<file path="src/hw/rtl/ctt_pkg.sv">
// Shared types and character constants for the settings text tokenizer.
package ctt_pkg;

	localparam logic [7:0] CH_HASH          = 8'h23;
	localparam logic [7:0] CH_QUOTE         = 8'h22;
	localparam logic [7:0] CH_SPACE         = 8'h20;
	localparam logic [7:0] CH_FIRST_VISIBLE = 8'h21;
	localparam logic [7:0] CH_LAST_VISIBLE  = 8'h7E;
	localparam logic [7:0] CH_EQUALS        = 8'h3D;
	localparam logic [7:0] CH_CR            = 8'h0D;
	localparam logic [7:0] CH_LF            = 8'h0A;
	localparam logic [7:0] CH_NUL           = 8'h00;

	localparam int unsigned MaxResults = 3;

	typedef struct packed {
		logic [7:0] text_byte;
		logic       final_byte;
	} text_beat_t;

	typedef struct packed {
		logic [7:0] token_byte;
		logic       list_end;
		logic       run_last;
	} tok_beat_t;

endpackage

</file>
<file path="src/hw/rtl/config_text_tokenizer_top.sv">
// Streaming tokenizer: settings text bytes in, zero-terminated token list out.
//
//  channel | direction | payload      | handshake
//  text    | in        | text_beat_t  | text_valid / text_ready
//  tok     | out       | tok_beat_t   | tok_valid / tok_ready
//
// One text byte is taken per cycle; it is decoded in the accepting cycle and
// its results (zero to three beats) land in a three-entry result register.
// A byte that yields at most one beat keeps the one-byte-per-cycle rate while
// tok is ready; a final byte that is itself a token byte yields three beats
// and holds off text while they drain. A stall on tok holds the result
// register and drops text_ready while a beat waits on it, and more than one
// waiting beat drops it too. Reset clears the comment, quote and open-token
// state and empties the result register.
module config_text_tokenizer_top
	import ctt_pkg::*;
(
	input  logic       clk,
	input  logic       arst_n,
	input  logic       text_valid,
	output logic       text_ready,
	input  text_beat_t text_beat,
	output logic       tok_valid,
	input  logic       tok_ready,
	output tok_beat_t  tok_beat
);

	typedef enum logic [1:0] {
		CM_TEXT,
		CM_LINE,
		CM_CRLF
	} cmode_t;

	cmode_t      cmode_q, cmode_d;
	logic        quote_q, quote_d;
	logic        open_q, open_d;

	tok_beat_t   res_q [MaxResults];
	logic [1:0]  rem_q;

	tok_beat_t   nres [MaxResults];
	logic [1:0]  ncnt;

	logic        text_fire;
	logic        tok_fire;
	logic        line_end;
	logic        visible;
	logic [7:0]  low_lim;
	logic [7:0]  c;

	assign c         = text_beat.text_byte;
	assign tok_valid = (rem_q != 2'd0);
	assign tok_beat  = res_q[0];
	assign tok_fire  = tok_valid & tok_ready;
	// accept while the buffer is empty or its last beat leaves this cycle
	assign text_ready = (rem_q == 2'd0) || ((rem_q == 2'd1) && tok_ready);
	assign text_fire  = text_valid & text_ready;

	assign line_end = (c == CH_CR) || (c == CH_LF);
	assign low_lim  = quote_q ? CH_SPACE : CH_FIRST_VISIBLE;

	always_comb begin
		cmode_d = cmode_q;
		quote_d = quote_q;
		open_d  = open_q;
		visible = 1'b0;
		ncnt    = 2'd0;
		for (int i = 0; i < MaxResults; i++) begin
			nres[i] = '{token_byte: CH_NUL, list_end: 1'b0, run_last: 1'b0};
		end

		if (cmode_q == CM_LINE) begin
			if (line_end) begin
				cmode_d = CM_CRLF;
			end
		end else if ((cmode_q == CM_CRLF) && line_end) begin
			cmode_d = CM_CRLF;
		end else begin
			cmode_d = CM_TEXT;
			if (c == CH_HASH) begin
				cmode_d = CM_LINE;
			end else if (c == CH_QUOTE) begin
				quote_d = ~quote_q;
			end else begin
				visible = !((c < low_lim) || (c > CH_LAST_VISIBLE) || (c == CH_EQUALS));
			end
			if (c != CH_HASH) begin
				if (visible) begin
					nres[ncnt] = '{token_byte: c, list_end: 1'b0, run_last: 1'b0};
					ncnt = ncnt + 2'd1;
					open_d = 1'b1;
				end else if (open_q) begin
					nres[ncnt] = '{token_byte: CH_NUL, list_end: 1'b0, run_last: 1'b0};
					ncnt = ncnt + 2'd1;
					open_d = 1'b0;
				end
			end
		end

		if (text_beat.final_byte) begin
			if (open_d) begin
				nres[ncnt] = '{token_byte: CH_NUL, list_end: 1'b0, run_last: 1'b0};
				ncnt = ncnt + 2'd1;
			end
			nres[ncnt] = '{token_byte: CH_NUL, list_end: 1'b1, run_last: 1'b0};
			ncnt = ncnt + 2'd1;
			// start the next text from scratch
			cmode_d = CM_TEXT;
			quote_d = 1'b0;
			open_d  = 1'b0;
		end

		if (ncnt != 2'd0) begin
			nres[ncnt - 2'd1].run_last = 1'b1;
		end
	end

	// advance the result register one beat per tok handshake
	always_ff @(posedge clk or negedge arst_n) begin
		if (!arst_n) begin
			cmode_q <= CM_TEXT;
			quote_q <= 1'b0;
			open_q  <= 1'b0;
			rem_q   <= 2'd0;
			for (int i = 0; i < MaxResults; i++) begin
				res_q[i] <= '0;
			end
		end else if (text_fire) begin
			cmode_q <= cmode_d;
			quote_q <= quote_d;
			open_q  <= open_d;
			rem_q   <= ncnt;
			for (int i = 0; i < MaxResults; i++) begin
				res_q[i] <= nres[i];
			end
		end else if (tok_fire) begin
			rem_q <= rem_q - 2'd1;
			for (int i = 0; i < MaxResults - 1; i++) begin
				res_q[i] <= res_q[i + 1];
			end
		end
	end

endmodule

</file>
<file path="config.mk">
export PLATFORM = sky130hd
export DESIGN_NAME = config_text_tokenizer_top
export DESIGN_NICKNAME = d
export VERILOG_FILES = /design/src/hw/rtl/ctt_pkg.sv /design/src/hw/rtl/config_text_tokenizer_top.sv
export SDC_FILE = /design/constraint.sdc
export NUM_CORES = 1
export LEC_CHECK = 0
export BUFFER_PORTS_ARGS = -buffer_cell sky130_fd_sc_hd__buf_2
export CAP_MARGIN = 5
export CORE_MARGIN = 3
export CORE_UTILIZATION = 59
export CTS_CLUSTER_DIAMETER = 40
export DETAILED_ROUTE_END_ITERATION = 10
export PLACE_DENSITY = 0.9
export SLEW_MARGIN = 20
export SYNTH_ARGS = -nofsm -noshare
export SYNTH_HDL_FRONTEND = slang
export SYNTH_SLANG_ARGS = --single-unit
</file>
<file path="constraint.sdc">
create_clock -name clk -period 3.14 [get_ports clk]
set_input_delay 0.314 -clock clk [delete_from_list [all_inputs] [get_ports clk]]
set_output_delay 0.314 -clock clk [all_outputs]
set_load 0.01 [all_outputs]
</file>
### Word-level counts from Yosys, hierarchy flattened

Cells that the tools add are included.

* register bits after elaboration: 36
* input port bits: 13
* output and inout port bits: 12

* $add $sub $neg: 4
* $lt $le $gt $ge: 8
* eq/ne operators: 13
* mux-type cells: 47
* bitwise gates (word level): 11
* reductions and logical operators: 17

Operator list (number)
* two-way mux 30 bit: 4
* demux 10 bit (select 2 bit): 3
* two-way mux 10 bit: 6
* two-way mux 20 bit: 2
* bitwise AND 30 bit: 1
* bitwise mux 30 bit: 1
* NOT 30 bit: 1
* bitwise AND 27 bit: 1
* NOT 27 bit: 1
* equality test 8 x 6 -> 1 bit (second input constant): 3
* two-way mux 1 bit: 22
* two-way mux 2 bit: 9
* equality test 8 x 4 -> 1 bit (second input constant): 2
* greater-or-equal comparator 3 bit (second input constant): 3
* less-than comparator 3 x 1 -> 1 bit (second input constant): 3
* NOT 2 -> 3 bit: 3
* greater-than comparator 8 x 7 -> 1 bit (second input constant): 1
* less-than comparator 8 x 6 -> 1 bit: 1
* inequality test 8 x 6 -> 1 bit (second input constant): 1
* nonzero test 2 bit: 4
* inequality test 2 bit (second input constant): 3
* logical AND 1 bit: 5
* AND reduction 5 bit: 1
* adder 2 x 1 -> 2 bit (second input constant): 2
* 11 further kinds: 17

### Depth between registers and ports, before layout

Gate-level depths: netlist of the first run.

* depth after elaboration: 27
* gate-level depth with buffers: 10

### Least setup slack after synthesis of the first run

Ideal clock, no wire load.

* path kind: input-to-reg
* start point: input text_beat[3] in the netlist's numbering
* end point: register rem_q[0]
* setup time: 0.134 ns
* arrival time: 1.899 ns
* setup slack: 1.106 ns
* stages on the path: 10
* buffers on the path: 1
* cell sequence: and3b_1 -> o2111ai_2 -> nand3b_2 -> buf_6 -> mux2i_1 -> ha_1 -> inv_1 -> a22o_1 -> o221ai_1 -> o41ai_1

* word-level cells in the longest chain between the ends: 18
* elaborated cells between the ends (all ways): 31
* those cells by class: 2 x add/sub; 2 x order compare; 6 x eq/ne; 16 x mux; 5 x reduce/logical

RTL lines
* start, declared: RTL line config_text_tokenizer_top.sv:22 `input text_beat_t text_beat,`
* less-than comparator 8 x 6 -> 1 bit or greater-than comparator 8 x 7 -> 1 bit (tied branches): RTL line config_text_tokenizer_top.sv:85 `visible = !((c < low_lim) || (c > CH_LAST_VISIBLE) || (c == CH_EQUALS));`
* logical OR 1 bit (2 in a row): RTL line config_text_tokenizer_top.sv:85
* zero test 1 bit: RTL line config_text_tokenizer_top.sv:85
* two-way mux 1 bit: RTL line config_text_tokenizer_top.sv:82 `end else if (c == CH_QUOTE) begin`
* two-way mux 1 bit: RTL line config_text_tokenizer_top.sv:80 `if (c == CH_HASH) begin`
* two-way mux 1 bit: RTL line config_text_tokenizer_top.sv:76 `end else if ((cmode_q == CM_CRLF) && line_end) begin`
* two-way mux 1 bit: RTL line config_text_tokenizer_top.sv:72 `if (cmode_q == CM_LINE) begin`
* two-way mux 1 bit: RTL line config_text_tokenizer_top.sv:88 `if (visible) begin`
* two-way mux 1 bit: RTL line config_text_tokenizer_top.sv:87 `if (c != CH_HASH) begin`
* two-way mux 1 bit: RTL line config_text_tokenizer_top.sv:76
* two-way mux 1 bit: RTL line config_text_tokenizer_top.sv:72
* adder 2 x 1 -> 2 bit: RTL line config_text_tokenizer_top.sv:103 `ncnt = ncnt + 2'd1;`
* two-way mux 2 bit: RTL line config_text_tokenizer_top.sv:101 `if (open_d) begin`
* two-way mux 2 bit: RTL line config_text_tokenizer_top.sv:100 `if (text_beat.final_byte) begin`
* adder 2 x 1 -> 2 bit: RTL line config_text_tokenizer_top.sv:106 `ncnt = ncnt + 2'd1;`
* two-way mux 2 bit *: RTL line config_text_tokenizer_top.sv:100
* two-way mux 2 bit *: RTL line config_text_tokenizer_top.sv:128 `end else if (text_fire) begin`
* end signal, assigned: RTL line config_text_tokenizer_top.sv:132 `rem_q <= ncnt;`
* end signal, assigned: RTL line config_text_tokenizer_top.sv:137 `rem_q <= rem_q - 2'd1;`
* end, declared: RTL line config_text_tokenizer_top.sv:39 `logic [1:0] rem_q;`

Mark *: on every way between the ends. The rest lies on a longest branch, timed or not. The select of a mux whose other input is x is not followed.
A chain may end at the register's enable or synchronous reset.

### Worst setup path after layout of the first run

* start point: register cmode_q[1]
* end point: register res_q (netlist bit tok_beat[0])

* word-level cells in the longest chain between the ends: 18
* elaborated cells between the ends (all ways): 44
* those cells by class: 3 x add/sub; 6 x order compare; 2 x eq/ne; 21 x mux; 7 x bitwise; 5 x reduce/logical

RTL lines
* start, declared: RTL line config_text_tokenizer_top.sv:34 `cmode_t cmode_q, cmode_d;`
* start signal, assigned: RTL line config_text_tokenizer_top.sv:129 `cmode_q <= cmode_d;`
* equality test 2 bit: RTL line config_text_tokenizer_top.sv:76
* logical AND 1 bit: RTL line config_text_tokenizer_top.sv:76
* two-way mux 1 bit: RTL line config_text_tokenizer_top.sv:76
* two-way mux 1 bit: RTL line config_text_tokenizer_top.sv:72
* adder 2 x 1 -> 2 bit or NOT 2 -> 3 bit (tied branches): RTL line config_text_tokenizer_top.sv:103, config_text_tokenizer_top.sv:102
* two-way mux 2 bit (tied with other cells): RTL line config_text_tokenizer_top.sv:101
* two-way mux 2 bit or logical AND 1 bit (tied branches): RTL line config_text_tokenizer_top.sv:100, config_text_tokenizer_top.sv:102
* adder 2 x 1 -> 2 bit (tied with other cells): RTL line config_text_tokenizer_top.sv:106
* [... 2 more ...]
* NOT 2 -> 3 bit (implied by the code) (tied with other cells): RTL line config_text_tokenizer_top.sv:114 `nres[ncnt - 2'd1].run_last = 1'b1;`
* greater-or-equal comparator 3 bit (implied by the code) (tied with other cells): RTL line config_text_tokenizer_top.sv:114
* logical AND 1 bit (implied by the code) (tied with other cells): RTL line config_text_tokenizer_top.sv:114
* two-way mux 1 bit (implied by the code) or bitwise AND 27 bit (tied branches)
* demux 10 bit (select 2 bit) or two-way mux 30 bit (tied branches): RTL line config_text_tokenizer_top.sv:114, config_text_tokenizer_top.sv:100
* bitwise mux 30 bit: RTL line config_text_tokenizer_top.sv:114
* two-way mux 30 bit *: RTL line config_text_tokenizer_top.sv:113 `if (ncnt != 2'd0) begin`
* two-way mux 20 bit *: RTL line config_text_tokenizer_top.sv:128
* end signal, assigned by index: RTL line config_text_tokenizer_top.sv:134 `res_q[i] <= nres[i];`
* end signal, assigned by index: RTL line config_text_tokenizer_top.sv:139 `res_q[i] <= res_q[i + 1];`
* end, declared: RTL line config_text_tokenizer_top.sv:38 `tok_beat_t res_q [MaxResults];`

Marks and branches as above.

==> results_dict.tcl, run 1 <==
set metrics [dict create \
    clock_sinks 20 \
    run_status "finished, final reports clean" \
    worstSetupPathType "flop to flop" \
    slew_headroom_pct 57.2 \
    vias_per_cell 6.17 \
    drt_first_pass_iters 6 \
    drv_cap 0 \
    powerDensity_mw_per_mm2 742 \
    dpl_cell_area_mm2 0.00142 \
    syn_nets 166 \
    grt_pass1_vias 1087 \
    cts_tree "done" \
    dp_slack_ns 0.699 \
    final_cell_mix "buf_2 (24), dfrtp_1 (20), nand2_1 (18), o21ai_0 (14), inv_1 (9)" \
    critPathLaunchType "flop" \
    clk_pin_slew_ns 0.13 \
    syn_area_per_cell_um2 9.11 \
    drive_gt1_share_pct 23.0 \
    dp_hpwl_um 2280 \
    core_area_mm2 0.00206 \
    drtIter0Drc 54 \
    cp_slowest_cell "dfrtp_1" \
    place_inst 187 \
    rsz0062_at_grt "no" \
    wire_per_inst_um 15.4 \
    met2WireLength_um 1430 \
    crit_path_end_kind "flop" \
    power_leakage_nw 0.707 \
    synth-seq-cells 20 \
    synth_area_mm2 0.00136 \
    fin_crit_ns 2.28 \
    slowest_delay_ns 0.40 \
    syn_inst 149 \
    hold_violations 0 \
    clk-insertion-delay-late_ns 0.30 \
    grt_max_degree 21 \
    start_util_pct 65.8 \
    layout_commonest_cell "buf_2" \
    cts_root_buffer "clkbuf_4" \
    postCtsSetupBuffers 0 \
    numCtsBuffers 3 \
    fillCellCount 152 \
    yosysSeqAreaShare_pct 36.9 \
    setup_violations 0 \
    fp.dieArea_mm2 0.00291 \
    nets 183 \
    ff2ff_path_depth 9 \
    syn2layout_area_growth_pct 9.22 \
    clock_skew_ns 0.0130 \
    ioPinCount 25 \
    final_area_mm2 0.00148 \
    worst-slew-pin-transition_ns 0.639 \
    worstPathArrival_ns 2.51 \
    vias 1184 \
    synth_cell_type_count 44 \
    die_w_um 54.0 \
    fin_crit_sh_pct 72.5 \
    grt_usage_pct 23.7 \
    clockBufferDepth 2 \
    grt_remaining_overflow 0 \
    cp.required_ns 3.37 \
    ir_drop_mv 0.547 \
    grt_pass1_wl_um 5060 \
    antenna_found_initial 0 \
    h-tree-depth 1 \
    hold_slack_ns 0.325 \
    setup_ws_ns 0.862 \
    total_power_mw 1.10 \
    die_y_um 54.0 \
    hold_depth 2 \
    drc 0 \
    drt-met1-wl_um 1250 \
    drt-total-wl_um 2950 \
    finalMaxSlewViolations 0 \
    setup_tns_ns 0 \
    row_count 16 \
    timing.fmax_mhz 439 \
    io_buffer_count 24 \
    diodes 0 \
    hp-class "input pin to flop" \
    gp_congestion 0.890 \
    met3_wirelength_um 227 \
    stdcell_count 192 \
    crit_path_cell_trace "nor2b_1, o2111ai_2, nand3b_2, mux2i_1, ha_1, nand2_1, nor4_1, o31ai_1, o21ai_0" \
    routed.top_layer "met4" \
    synth_warnings 0 \
    fin_util_pct 71.9 \
    antenna_left 0 \
    path_max_fanout 13 \
]
## cells in the mapped netlist, drive strengths merged
master	count	area [µm²]
and3	2	12.5
nor4	1	6.26
and2	3	18.8
clkbuf	2	7.51
or2	1	6.26
a22oi	1	7.51
ha	4	50.1
nand3b	1	11.3
o21bai	1	7.51
o31ai	2	15.0
nand2	18	67.6
and4b	1	10.0
mux2	1	11.3
nand3	1	5.00
nor2b	3	18.8
nand4	7	43.8
a21boi	2	15.0
a31oi	1	21.3
buf	12	91.3
o221ai	1	8.76
o21ai	14	70.1
a221o	1	10.0
a22o	2	17.5
nor3	4	31.3
mux2i	4	40.0
inv	9	33.8
a21bo	1	10.0
and4	2	17.5
nand2b	2	12.5
nor3b	1	12.5
nand4b	1	8.76
and3b	1	8.76
a21oi	6	30.0
a32oi	1	8.76
o41ai	3	41.3
dfrtp	20	500
o2111ai	1	15.0
a2bb2oi	1	8.76
o211ai	2	15.0
nor2	8	30.0
## registers in the layout, summed over array words and instances (netlist names)
| register | flops |
|---|---|
| tok_beat | 10 |
| res_q | 4 |
| rem_q | 2 |
| open_q | 1 |
| quote_q | 1 |
| cmode_q | 2 |
## routing by layer
layer	global-route usage, %	vias up
met3	3.32	8
li1	-	566
met4	5.81	0
met5	0	-
met1	31.2	551
met2	40.7	59
## power by group
part	total [mW]	internal [mW]	switching (mW)
Sequential	0.369	0.323	0.0458
Clock	0.210	0.129	0.0808
Combinational	0.521	0.206	0.315
## area by class of cell
class / count / area, µm² / share of cell area (%)
timing repair buffer: 26 / 138 / 9.28
clock buffer: 3 / 22.5 / 1.52
inverter: 9 / 33.8 / 2.28
sequential: 20 / 500 / 33.8
clock inverter: 1 / 30.0 / 2.03
tap: 27 / 33.8 / 2.28
multi-input combinational: 106 / 724 / 48.9
## worst max-delay path, delay by kind of cell (launching register included)
| kind | cells | cell delay [ns] |
|---|---|---|
| AND/OR/NAND/NOR | 4 | 0.96 |
| flip-flops | 1 | 0.40 |
| AO/OA/AOI/OAI | 3 | 0.37 |
| multiplexers | 1 | 0.27 |
| adder cells (fa/ha/maj) | 1 | 0.20 |
## final timing paths
| check | start | end | slack, ns |
|---|---|---|---|
| max in group asynchronous | arst_n | tok_beat[2]$_DFFE_PN0P_ | 2.35 |
| max | cmode_q[1]$_DFFE_PN0P_ | tok_beat[0]$_DFFE_PN0P_ | 0.86 |
| max reg2reg | cmode_q[1]$_DFFE_PN0P_ | tok_beat[0]$_DFFE_PN0P_ | 0.86 |
| min in group asynchronous | arst_n | res_q[0]$_DFFE_PN0P_ | 0.47 |
| min reg2reg | tok_beat[8]$_DFFE_PN0P_ | tok_beat[8]$_DFFE_PN0P_ | 0.49 |
| min | text_beat[0] | rem_q[0]$_DFFE_PN0P_ | 0.32 |
## cells by family (layout without fill, tap and decap cells)
logic type               Yosys count  count (layout)  share of synthesized area [%]
multiplexers                       5               5                           3.78
adder cells (fa/ha/maj)            4               4                           3.69
flip-flops                        20              20                           36.9
AO/OA/AOI/OAI                     40              40                           22.2
AND/OR/NAND/NOR                   57              57                           23.7
buffers and inverters             23              39                           9.77
## what timing repair did
| action | 4_1_cts | 5_1_grt |
|---|---|---|
| endpoints found under the hold margin | 20 | 0 |
| resized for setup | 0 | 0 |
| hold buffers | 1 | 0 |
Power figures use the tool's default switching activity.
==> run 2: changes to the inputs <==
ABC_AREA = 1   (was unset)
CORE_UTILIZATION = 48   (was 59)
PLACE_DENSITY = 0.8   (was 0.9)
clock period = 1.85 ns   (was 3.14 ns; I/O delays follow)
==> run 2 against run 1 <==
Effect of this change:
- clock power shrank 3%
- fmax grew 28%
- cell area shrank 2.8%
- critical path depth grew 4
- synthesized cell count grew 6.0%
- combinational power grew 51%
- core utilization shrank 9.7 points
- via count shrank 8.4%
- non-clock buffer count grew 5
- critical endpoint unchanged
- largest power group unchanged
==> results_dict.tcl, run 2 <==
set metrics [dict create \
    min_to "tok_beat[7]$_DFFE_PN0P_" \
    synth_area_mm2 0.00122 \
    clockBufferDepth 2 \
    yosys-top-cells-area "dfrtp_1 (41%), nand2_1 (9.2%), inv_1 (6.4%)" \
    worstPathArrival_ns 2.01 \
    dp_hpwl_um 1810 \
    syn_nets 175 \
    cts_tree "done" \
    wire_per_inst_um 12.0 \
    ir_drop_mv 0.699 \
    io_buffer_count 24 \
    fp.dieArea_mm2 0.00319 \
    die_w_um 56.5 \
    synth_top_family_by_area "simple AND/OR/NAND/NOR gates" \
    hold_slack_ns 0.146 \
    synth-seq-cells 20 \
    fin_crit_ns 1.78 \
    r2r-start "cmode_q[1]$_DFFE_PN0P_" \
    grt_pass1_vias 940 \
    post-synth-top-area-cell "dfrtp_1" \
    synthSimpleGateAreaFrac_pct 27.1 \
    clock_skew_ns 0.00598 \
    syn2layout_area_growth_pct 17.7 \
    drt_first_pass_iters 4 \
    cp.required_ns 2.08 \
    synth-xor-area-share_pct 0 \
    async_flop_share_pct 100 \
    layout_commonest_cell "nand2_1" \
    ff2ff_path_depth 13 \
    hold_violations 0 \
    synth_compound_area_share_pct 14.5 \
    antenna_left 0 \
    antenna_found_initial 0 \
    ys_top_cells_by_count "nand2_1 (30), inv_1 (21), nor2_1 (21)" \
    run_status "finished, final reports clean" \
    synth-adder-area-share_pct 4.09 \
    vias 1084 \
    fin_crit_sh_pct 96.3 \
    synth_mux_area_share_pct 0 \
    drc 0 \
    ys.flop_type "dfrtp_1" \
    ioPinCount 25 \
    setup_tns_ns 0 \
    gp_congestion 0.848 \
    clk-insertion-delay-late_ns 0.29 \
    fin_util_pct 62.2 \
    setup_violations 0 \
    yosysMostFrequentCell "nand2_1" \
    final_cell_mix "nand2_1 (28), buf_2 (24), dfrtp_1 (20), inv_1 (18), nor2_1 (16)" \
    grt_usage_pct 15.3 \
    cts_root_buffer "clkbuf_4" \
    start_util_pct 52.8 \
    vias_per_cell 5.19 \
    synth_cell_type_count 23 \
    rsz0062_at_grt "yes" \
    slew_headroom_pct 70.9 \
    nets 200 \
    finalMaxSlewViolations 0 \
    yosysSeqAreaShare_pct 40.9 \
    r2r-end "tok_beat[0]$_DFFE_PN0P_" \
    crit_path_end_kind "flop" \
    drive_gt1_share_pct 34.8 \
    h-tree-depth 1 \
    syn_area_per_cell_um2 7.75 \
    die_y_um 56.5 \
    power_leakage_nw 0.744 \
    grt_max_degree 21 \
    grt_remaining_overflow 0 \
    synth_top_area_share_pct 40.9 \
    largest_reg_flops 10 \
    worst-slew-pin-transition_ns 0.437 \
    critPathLaunchType "flop" \
    synth_edf_count 0 \
    place_inst 202 \
    hp-class "input pin to flop" \
    drtIter0Drc 34 \
    total_power_mw 1.64 \
    synth_warnings 0 \
    syn_inst 158 \
    row_count 17 \
    min_from "text_beat[6]" \
    diodes 0 \
    drt-total-wl_um 2510 \
    clock_sinks 20 \
    core_area_mm2 0.00232 \
    path_max_fanout 3 \
    numCtsBuffers 3 \
    stdcell_count 209 \
    timing.fmax_mhz 561 \
    clk_pin_slew_ns 0.11 \
    r2r_slack_ns 0.07 \
    grt_pass1_wl_um 3920 \
    hold_depth 2 \
    drv_cap 0 \
    worstSetupPathType "flop to flop" \
    powerDensity_mw_per_mm2 1140 \
]
## run 2: changes by cell type after synthesis, sizes merged, moves of 3 or more
cell	previous run	this run
nor2b	3	0
mux2i	4	0
nand2	18	37
nand4	7	2
inv	9	22
a22o	2	7
and2	3	0
nor2	8	25
nand3	1	5
o41ai	3	0
nor3	4	0
## run 2: power by group
group	switching [mW]	internal, mW	leakage [nW]	total (mW)
sequential	0.0726	0.582	0.262	0.655
clock	0.128	0.0757	0.0138	0.203
combinational	0.470	0.317	0.468	0.786
## run 2: cell families after synthesis
kind of cell	Yosys count
fa+ha+maj	4
buf+inv	34
compound gates	29
simple gates	71
flops	20
## run 2: layout make-up
class / instances / area, µm²
Inverter: 23 / 86.3
Multi-Input combinational cell: 104 / 622
Clock buffer: 3 / 22.5
Fill cell: 195 / 877
Timing Repair Buffer: 31 / 175
Sequential cell: 20 / 500
Tap cell: 28 / 35.0
## run 2: stage by stage
step | setup slack (ns) | cell area, µm²
2_1_floorplan | 0.159 | 1220
3_3_place_gp | -0.0168 | 1320
3_5_place_dp | -0.0632 | 1320
4_1_cts | 0.00196 | 1360
5_1_grt | -0.0861 | 1440
6_report | 0.0690 | 1440
## run 2: how the worst max path moves through the flow
stage / from / slack (ns) / endpoint / cells after the start
after floorplan: quote_q$_DFFE_PN0P_ / 0.16 / tok_beat[0]$_DFFE_PN0P_ / 14
after global placement: text_beat[3] / -0.02 / tok_beat[0]$_DFFE_PN0P_ / 15
after detailed placement: text_beat[3] / -0.06 / tok_beat[0]$_DFFE_PN0P_ / 15
after CTS: quote_q$_DFFE_PN0P_ / 0.002 / tok_beat[0]$_DFFE_PN0P_ / 14
after global routing: quote_q$_DFFE_PN0P_ / -0.09 / tok_beat[0]$_DFFE_PN0P_ / 14
final: cmode_q[1]$_DFFE_PN0P_ / 0.07 / tok_beat[0]$_DFFE_PN0P_ / 13
## run 2: timing repair
action / in CTS / in global routing
resized for setup: 0 / 21
hold buffers: 1 / 0
setup endpoints to repair: 1 / 14
hold endpoints to repair: 20 / 0
setup buffers: 1 / 2
pin swaps: 0 / 12
## run 2: metal layers
layer  GRT usage, %  part of all wire, %
met1           20.4                   45
met2           25.7                   50
met3           2.76                  4.4
met4           3.05                 0.32
met5              0                    0
## run 2: critical path, stage by stage (launching register included)
cell	delay, ns
dfrtp_1	0.39
inv_1	0.07
nor2_2	0.10
nand3_2	0.09
nand2_4	0.10
nor2_4	0.04
nand2_2	0.09
nand2_2	0.07
ha_1	0.32
nand2_2	0.09
inv_2	0.06
nor2_4	0.09
nand3_2	0.07
a21oi_2	0.13
==> run 3: changes to the inputs <==
CORE_UTILIZATION = 25   (was 48)
PLACE_DENSITY = 0.5   (was 0.8)
==> run 3 against run 2 <==
Effect of this change:
- combinational power up 7.6%
- first-iteration DRC count is 15% lower
- setup slack got worse by 0.0055 ns
- non-clock buffer count is 9 higher
- sequential power about the same
- critical path type unchanged
- count of clock-buffer cells in the layout rose by 1
- fmax decreased by 0.31%
- cell area increased by 11%
- critical endpoint unchanged
- via count down 2.3%
- die area grew 81%
- final cell count is 22% higher
- largest power group unchanged
- global-route usage down 5.3 points
==> results_dict.tcl, run 3 (synthesized netlist as in run 2, its figures left out) <==
set metrics [dict create \
    syn2layout_area_growth_pct 30.6 \
    nets 209 \
    drt_first_pass_iters 4 \
    hold_depth 2 \
    critPathBufInv 2 \
    grt_pass1_wl_um 4690 \
    antenna_left 0 \
    setup_ws_ns 0.0636 \
    slew_headroom_pct 69.4 \
    r2r_slack_ns 0.06 \
    r2r-end "tok_beat[0]$_DFFE_PN0P_" \
    grt_remaining_overflow 0 \
    vias_per_cell 4.14 \
    cts_root_buffer "clkbuf_8" \
    core_area_mm2 0.00453 \
    r2r-start "quote_q$_DFFE_PN0P_" \
    setup_violations 0 \
    path_max_fanout 3 \
    clock_sinks 20 \
    dp_hpwl_um 2090 \
    gp_congestion 0.753 \
    fin_crit_sh_pct 96.6 \
    die_y_um 76.0 \
    clockBufferDepth 2 \
    clock_skew_ns 0.00318 \
    drt-total-wl_um 2720 \
    run_status "finished, final reports clean" \
    total_power_mw 1.84 \
    cp.required_ns 2.04 \
    ir_drop_mv 0.336 \
    worst-slew-pin-transition_ns 0.459 \
    io_buffer_count 24 \
    largest_reg_flops 10 \
    diodes 0 \
    crit_path_end_kind "flop" \
    crit_path_cell_trace "nor2_1, nand2_1, nor2_2, nor2_2, nand3_2, inv_2, nand2_2, nand2_4, ha_4, nand2_4, inv_4, nor2_4, nand3_2, a21oi_2" \
    final_cell_mix "nand2_1 (27), buf_2 (24), dfrtp_1 (20), inv_1 (19), nor2_1 (18)" \
    finalMaxSlewViolations 0 \
    setup_tns_ns 0 \
    cp_slowest_cell "dfrtp_1" \
    hold_violations 0 \
    start_util_pct 27.0 \
    min_to "tok_beat[8]$_DFFE_PN0P_" \
    ioPinCount 25 \
    drc 0 \
    die_w_um 76.0 \
    fp.dieArea_mm2 0.00578 \
    grt_max_degree 21 \
    hp-class "input pin to flop" \
    grt_usage_pct 9.95 \
    powerDensity_mw_per_mm2 1150 \
    drv_cap 0 \
    worstPathArrival_ns 1.98 \
    wire_per_inst_um 10.6 \
    ff2ff_path_depth 14 \
    drive_gt1_share_pct 37.7 \
    hold_slack_ns 0.193 \
    rsz0062_at_grt "yes" \
    vias 1059 \
    fin_crit_ns 1.79 \
    row_count 24 \
    drtIter0Drc 29 \
    clk-insertion-delay-late_ns 0.26 \
    worstSetupPathType "flop to flop" \
    dp_slack_ns -0.0518 \
    cts_tree "done" \
    crit_family "simple AND/OR/NAND/NOR gates" \
    numCtsBuffers 3 \
    min_from "text_beat[7]" \
    power_leakage_nw 0.805 \
    critPathLaunchType "flop" \
    clk_pin_slew_ns 0.08 \
    grt_pass1_vias 1073 \
    h-tree-depth 1 \
    timing.fmax_mhz 560 \
    layout_commonest_cell "nand2_1" \
    slowest_delay_ns 0.40 \
    antenna_found_initial 0 \
]
[run 3: routing by layer]
| layer | global-route usage [%] | part of all wire (%) |
|---|---|---|
| met1 | 12.5 | 48 |
| met4 | 5.43 | 2.4 |
| met2 | 16.5 | 48 |
| met5 | 0 | 0 |
| met3 | 1.42 | 1.8 |
[run 3: through the flow]
stage / std cells / utilization [%] / cell area [µm²]
2_1_floorplan: 158 / - / 1220
3_3_place_gp: 248 / 31.7 / 1440
3_5_place_dp: 248 / 31.7 / 1440
4_1_cts: 253 / 33.2 / 1510
5_1_grt: 256 / 35.3 / 1600
6_report: 256 / 35.3 / 1600
[run 3: worst max path at each step]
stage                             start                 endpoint  depth (start not counted)
global placement           text_beat[3]  tok_beat[0]$_DFFE_PN0P_                         15
detailed placement         text_beat[8]  tok_beat[0]$_DFFE_PN0P_                         15
global route        quote_q$_DFFE_PN0P_  tok_beat[0]$_DFFE_PN0P_                         14
floorplan           quote_q$_DFFE_PN0P_  tok_beat[0]$_DFFE_PN0P_                         14
finish              quote_q$_DFFE_PN0P_  tok_beat[0]$_DFFE_PN0P_                         14
CTS                 quote_q$_DFFE_PN0P_  tok_beat[0]$_DFFE_PN0P_                         14
[run 3: repair_timing]
action / CTS / global route
buffers inserted: 0 / 3
gates resized for setup: 1 / 20
endpoints found under the setup margin: 2 / 14
hold endpoints to repair: 20 / 0
pin swaps: 2 / 11
hold buffers: 1 / 0
[run 3: area by class of cell]
type	count	area [µm²]
clock buffer	4	55.1
tap	65	81.3
fill	479	2930
sequential	20	500
multi-input combinational	104	632
inverter	23	88.8
timing repair buffer	40	243
[run 3: power breakdown]
group	internal (mW)	switching, mW
Combinational	0.363	0.484
Sequential	0.584	0.0722
Clock	0.189	0.145
Total	1.14	0.701
